## config.mk

```make
export PLATFORM = sky130hd
export DESIGN_NAME = cbm_irq_timer
export DESIGN_NICKNAME = d
export VERILOG_FILES = /design/src/hdl/cbm_pkg.sv /design/src/hdl/cbm_irq_timer.sv
export SDC_FILE = /design/constraint.sdc
export NUM_CORES = 1
export LEC_CHECK = 0
export ABC_CLOCK_PERIOD_IN_PS = 3450
export CORE_MARGIN = 1.5
export CORE_UTILIZATION = 57
export DETAILED_ROUTE_END_ITERATION = 8
export DONT_BUFFER_PORTS = 1
export HOLD_SLACK_MARGIN = 0.02
export PLACE_DENSITY = 0.79
export SETUP_SLACK_MARGIN = 0.4
export SKIP_CTS_REPAIR_TIMING = 1
export SLEW_MARGIN = 0
export SYNTH_ARGS = -nofsm -noshare
export SYNTH_HDL_FRONTEND = slang
export SYNTH_SLANG_ARGS = --single-unit
```

## constraint.sdc

```tcl
create_clock -name clk -period 3.45 [get_ports clk]
set_input_delay 0.5175 -clock clk [delete_from_list [all_inputs] [get_ports clk]]
set_output_delay 0.5175 -clock clk [all_outputs]
set_load 0.05 [all_outputs]
```

## src/hdl/cbm_pkg.sv

```systemverilog
`timescale 1ns / 1ps
`default_nettype none
// ----------------------------------------------------------------------------
// cbm_pkg
// Shared types, register map and tables for the bank mapper with IRQ timer.
// ----------------------------------------------------------------------------
package cbm_pkg;

    // field widths
    localparam int OP_W    = 2;
    localparam int ADDR_W  = 16;
    localparam int DATA_W  = 8;
    localparam int CYC_W   = 7;
    localparam int BANK_W  = 8;
    localparam int PRESC_W = 8;
    localparam int COUNT_W = 9;

    // default prescaler period in cpu cycles
    localparam int CBM_CYCLES_PER_COUNT = 114;

    // operation codes
    typedef enum logic [OP_W-1:0] {
        OP_WRITE = 2'd0,
        OP_TICK  = 2'd1,
        OP_CPU   = 2'd2,
        OP_PPU   = 2'd3
    } op_t;

    // register decode
    localparam logic [ADDR_W-1:0] ADDR_MASK  = 16'hF038;
    localparam logic [ADDR_W-1:0] REG_PRG0   = 16'h8000;
    localparam logic [ADDR_W-1:0] REG_PRG1A  = 16'h8008;
    localparam logic [ADDR_W-1:0] REG_PRG1B  = 16'h8010;
    localparam logic [ADDR_W-1:0] REG_PRG2   = 16'h9000;
    localparam logic [ADDR_W-1:0] REG_CHR0   = 16'hA000;
    localparam logic [ADDR_W-1:0] REG_CHR1A  = 16'hA008;
    localparam logic [ADDR_W-1:0] REG_CHR1B  = 16'hA010;
    localparam logic [ADDR_W-1:0] REG_CHR2   = 16'hB000;
    localparam logic [ADDR_W-1:0] REG_CHR3A  = 16'hB008;
    localparam logic [ADDR_W-1:0] REG_CHR3B  = 16'hB010;
    localparam logic [ADDR_W-1:0] REG_CHR4   = 16'hC000;
    localparam logic [ADDR_W-1:0] REG_CHR5A  = 16'hC008;
    localparam logic [ADDR_W-1:0] REG_CHR5B  = 16'hC010;
    localparam logic [ADDR_W-1:0] REG_CHR6   = 16'hD000;
    localparam logic [ADDR_W-1:0] REG_CHR7A  = 16'hD008;
    localparam logic [ADDR_W-1:0] REG_CHR7B  = 16'hD010;
    localparam logic [ADDR_W-1:0] REG_MIRROR = 16'hE000;
    localparam logic [ADDR_W-1:0] REG_RELA   = 16'hE008;
    localparam logic [ADDR_W-1:0] REG_RELB   = 16'hE010;
    localparam logic [ADDR_W-1:0] REG_CTRL   = 16'hF000;
    localparam logic [ADDR_W-1:0] REG_ACKA   = 16'hF008;
    localparam logic [ADDR_W-1:0] REG_ACKB   = 16'hF010;

    // address windows
    localparam logic [ADDR_W-1:0] CPU_FIXED_BASE = 16'hE000;
    localparam logic [ADDR_W-1:0] CPU_ROM_BASE   = 16'h8000;
    localparam logic [ADDR_W-1:0] PPU_NT_BASE    = 16'h2000;
    localparam logic [ADDR_W-1:0] PPU_NT_END     = 16'h3000;
    localparam logic [BANK_W-1:0] LAST_BANK      = 8'hFF;
    localparam logic [COUNT_W-1:0] COUNT_TOP     = 9'h0FF;

    // timer control from the register decode
    typedef struct packed {
        logic              tick;
        logic              ctrl_wr;
        logic              ack_wr;
        logic              reload_wr;
        logic [DATA_W-1:0] value;
        logic [CYC_W-1:0]  cycles;
    } tmr_ctrl_t;

    // timer status
    typedef struct packed {
        logic pending;
        logic pending_next;
    } tmr_stat_t;

    // nametable page for mirroring mode and quadrant
    function automatic logic mirror_page(input logic [1:0] mode, input logic [1:0] quad);
        logic page;
        case (mode)
            2'd0:    page = quad[0];
            2'd1:    page = quad[1];
            2'd2:    page = 1'b0;
            default: page = 1'b1;
        endcase
        return page;
    endfunction

endpackage
`default_nettype wire

```

## src/hdl/cbm_irq_timer.sv

```systemverilog
`timescale 1ns / 1ps
`default_nettype none
// ----------------------------------------------------------------------------
// cbm_irq_timer
// Cycle-driven IRQ counter with prescaler, reload, control and acknowledge.
// ----------------------------------------------------------------------------
module cbm_irq_timer import cbm_pkg::*; #(
    parameter int CYCLES_PER_COUNT = CBM_CYCLES_PER_COUNT
) (
    input  wire logic      clk,
    input  wire logic      rst_n,
    input  wire logic      advance,
    input  wire tmr_ctrl_t ctrl,
    output tmr_stat_t      stat
);

    localparam logic [COUNT_W-1:0] PERIOD = COUNT_W'(CYCLES_PER_COUNT);

    logic [DATA_W-1:0]  reload_reg,  reload_next;
    logic [COUNT_W-1:0] count_reg,   count_next;
    logic [PRESC_W-1:0] presc_reg,   presc_next;
    logic [1:0]         mode_reg,    mode_next;
    logic               enable_reg,  enable_next;
    logic               pending_reg, pending_next;

    logic [COUNT_W-1:0] sum;
    logic [COUNT_W-1:0] sum_adj;
    logic [COUNT_W-1:0] count_inc;
    logic               wrap;

    // prescaler sum and count increment
    assign sum       = COUNT_W'(presc_reg) + COUNT_W'(ctrl.cycles);
    assign wrap      = (sum >= PERIOD);
    assign sum_adj   = wrap ? (sum - PERIOD) : sum;
    assign count_inc = count_reg + COUNT_W'(1);

    // next state for one operation
    always_comb
    begin
        reload_next  = reload_reg;
        count_next   = count_reg;
        presc_next   = presc_reg;
        mode_next    = mode_reg;
        enable_next  = enable_reg;
        pending_next = pending_reg;
        if (ctrl.reload_wr)
        begin
            reload_next = ctrl.value;
        end
        if (ctrl.ctrl_wr)
        begin
            mode_next    = ctrl.value[1:0];
            enable_next  = ctrl.value[1];
            pending_next = 1'b0;
            if (ctrl.value[1])
            begin
                count_next = COUNT_W'(reload_reg);
                presc_next = '0;
            end
        end
        if (ctrl.ack_wr)
        begin
            enable_next  = mode_reg[0];
            pending_next = 1'b0;
        end
        if (ctrl.tick && enable_reg)
        begin
            presc_next = sum_adj[PRESC_W-1:0];
            if (wrap)
            begin
                if (count_inc >= COUNT_TOP)
                begin
                    count_next   = COUNT_W'(reload_reg);
                    pending_next = 1'b1;
                end
                else
                begin
                    count_next = count_inc;
                end
            end
        end
    end

    // timer state
    always_ff @(posedge clk or negedge rst_n)
    begin
        if (!rst_n)
        begin
            reload_reg  <= '0;
            count_reg   <= '0;
            presc_reg   <= '0;
            mode_reg    <= '0;
            enable_reg  <= 1'b0;
            pending_reg <= 1'b0;
        end
        else if (advance)
        begin
            reload_reg  <= reload_next;
            count_reg   <= count_next;
            presc_reg   <= presc_next;
            mode_reg    <= mode_next;
            enable_reg  <= enable_next;
            pending_reg <= pending_next;
        end
    end

    assign stat.pending      = pending_reg;
    assign stat.pending_next = pending_next;

endmodule
`default_nettype wire

```

==> qor.yml <==
run_status:
  status: "finished, final reports clean"
route:
  dr_total_vias: 1762
  drt_iter0_markers: 87
  drt_first_pass_iters: 4
  wl_um: 5048
  routed_via_density: 6.454
  wl_per_cell_um: 18.49
  post-route-drc-count: 0
  drt.antenna.violating_nets: 0
synthesis:
  syn_inst: 216
  ys_seq_area_share_pct: 34.15
  synthArstFlopShare_pct: 100.0
  avgSynthCellArea_um2: 9.500
  yosysWarnings: 0
  synth_edf_count: 0
  synth_flop_cell: "dfrtp_1"
  synth_seq_cells: 28
  synthTopCellsByArea: "dfrtp_1 34%, ha_1 6.1%, mux2_2 6.0%, xnor2_1 5.1%, nand2_1 4.0%"
  yosys.area.top_type: "dfrtp_1"
  synth.distinct_cells: 57
  synth_area_um2: 2052
  synth_top_area_share_pct: 34.15
  synth_nets: 249
clock_tree:
  clk_pin_slew_ns: 0.16
  worstSkewPairLatency_ns: 0.35
  cts_made_buffers: 3
  cts_root_buf: "clkbuf_4"
  htreeDepth: 1
  cts_sinks: 28
  cts_tree: "built"
  cts.path.max_buffers: 2
critical_path:
  r2r_setup_slack_ns: 0.33
  r2r_start: "presc_reg[0]"
  crit_arrival_ns: 2.87
  cp_max_fo: 4
  crit_type: "flop to primary output"
  critPathLaunchType: "flop"
  critPathLaunch: "presc_reg[0]"
  end_kind: "primary output"
  required_ns: 2.93
timing:
  rsz0062_at_grt: "yes"
  hold_violations: 0
  min_period_ns: 3.384
  fin_crit_sh_pct: 98.08
  worstMarginPinSlew_ns: 0.6492
  slew-limit-headroom_pct: 56.41
  worst_hold_slack_ns: 0.2188
  finClkSkew_ns: 0.004238
  fmax_ghz: 0.2955
  report.final.slew_viol_count: 0
  finalSetupViolCount: 0
die:
  coreArea_um2: 3390
  die_w_um: 63
  dieArea_um2: 3969
  num_rows: 21
  start_util_pct: 60.54
  die_y_um: 63
  io_pins: 24
placed_design:
  portBuffers: 0
  gp_congestion: 0.9282
  place_hpwl_um: 3487
grt:
  grt_antenna_before_repair: 0
  grt_pass1_vias: 1666
  gr-usage-all-layers_pct: 24.36
  grt_first_pass_wirelength_um: 7734
  gr-total-overflow: 0
  grt_max_degree: 29
cells_and_area:
  final_nets: 261
  final_common_cell: "dfrtp_1"
  utilization_pct: 70.62
  antenna_cells: 0
  largest_reg_flops: 9
  synthToLayoutAreaGrowth_pct: 16.65
  final_cell_mix: "28 x dfrtp_1, 21 x nand2_1, 12 x nor2_1"
  layout-drive-gt1-share_pct: 24.67
power_and_ir_drop:
  power_density_nw_per_um2: 892.2
  leakage_uw: 0.001026
  p_total_uw: 2135
  ir_drop_mv: 0.5501
hold_path:
  min-delay-start: "advance"
  hp-class: "primary input to flop"
run:
  drv_cap: 0
-- final timing paths --
| check | endpoint | cells past startpoint |
|---|---|---|
| setup / recovery | stat[0] | 11 |
| min in group asynchronous | presc_reg[1] | 2 |
| hold reg to reg | presc_reg[3] | 2 |
| setup reg to reg | count_reg[4] | 13 |
| hold / removal | count_reg[7] | 1 |
| max in group asynchronous | presc_reg[7] | 2 |
-- synth_stat cells, types with 2 or more instances --
cell type,instances
dfrtp_1,28
nand2_1,22
o21ai_0,13
nor2_1,12
xnor2_1,12
mux2_2,11
a21oi_1,10
ha_1,10
inv_1,10
nand3_1,10
a22o_1,6
nor3_1,5
a21o_1,4
a2bb2oi_1,3
nor2b_1,3
xor2_1,3
a211oi_1,2
a21boi_0,2
a221o_1,2
and3_1,2
buf_4,2
buf_6,2
clkbuf_1,2
mux2i_1,2
o211a_1,2
o21a_1,2
o221a_2,2
o2bb2ai_1,2
or3_1,2
-- final cells by class --
cell class | instances | area [um2]
inverters | 10 | 37.54
clock buffers | 3 | 22.52
fillers | 234 | 996.0
flip-flops and latches | 28 | 700.7
multi-input cells | 171 | 1421
well taps | 46 | 57.56
clock inverters | 1 | 30.03
repair buffers | 14 | 123.9
-- per-layer routing --
metal	global-route usage [%]	up-vias	routed length (um)
met3	2.523	11	401
met5	0	-	0
met4	7.500	0	93
li1	-	810	-
met1	33.60	854	2109
met2	40.29	87	2443
-- cell families after synthesis --
group | count (synthesis) | synth area share, %
buffers and inverters | 17 | 4.268
adders and majority gates | 11 | 7.073
and+or+nand+nor | 67 | 16.22
DFF | 28 | 34.15
muxes | 13 | 7.012
xor gates and xnor gates | 16 | 7.196
AOI/OAI and AO/OA | 64 | 24.09
-- worst max-delay path, cell delays in order (launching register included) --
cell and delay, ns:
dfrtp_1 0.44, ha_4 0.18, fa_2 0.39, xor2_4 0.18, inv_1 0.07, ha_2 0.21
nand2_2 0.08, nor3_4 0.21, a21oi_4 0.06, o2111ai_4 0.26, a21oi_4 0.10, a22o_4 0.33
-- per-stage QoR --
step | setup TNS, ns | std cells | setup slack, ns | instance area, um2
floorplan | 0 | 216 | 0.3289 | 2106
global placement | 0 | 259 | 0.2145 | 2136
detailed placement | 0 | 259 | 0.1175 | 2136
CTS | -0.1881 | 263 | -0.1881 | 2188
global route | -0.05720 | 273 | -0.05720 | 2394
finish | 0 | 273 | 0.06613 | 2394
-- report_power, final --
group	total [uW]	leakage, uW	switching, uW	internal [uW]
Clock	228	0.0000279	111	118
Sequential	550	0.000348	123	427
Combinational	1360	0.000650	741	616
No activity file was read; power rests on OpenSTA's default activity.
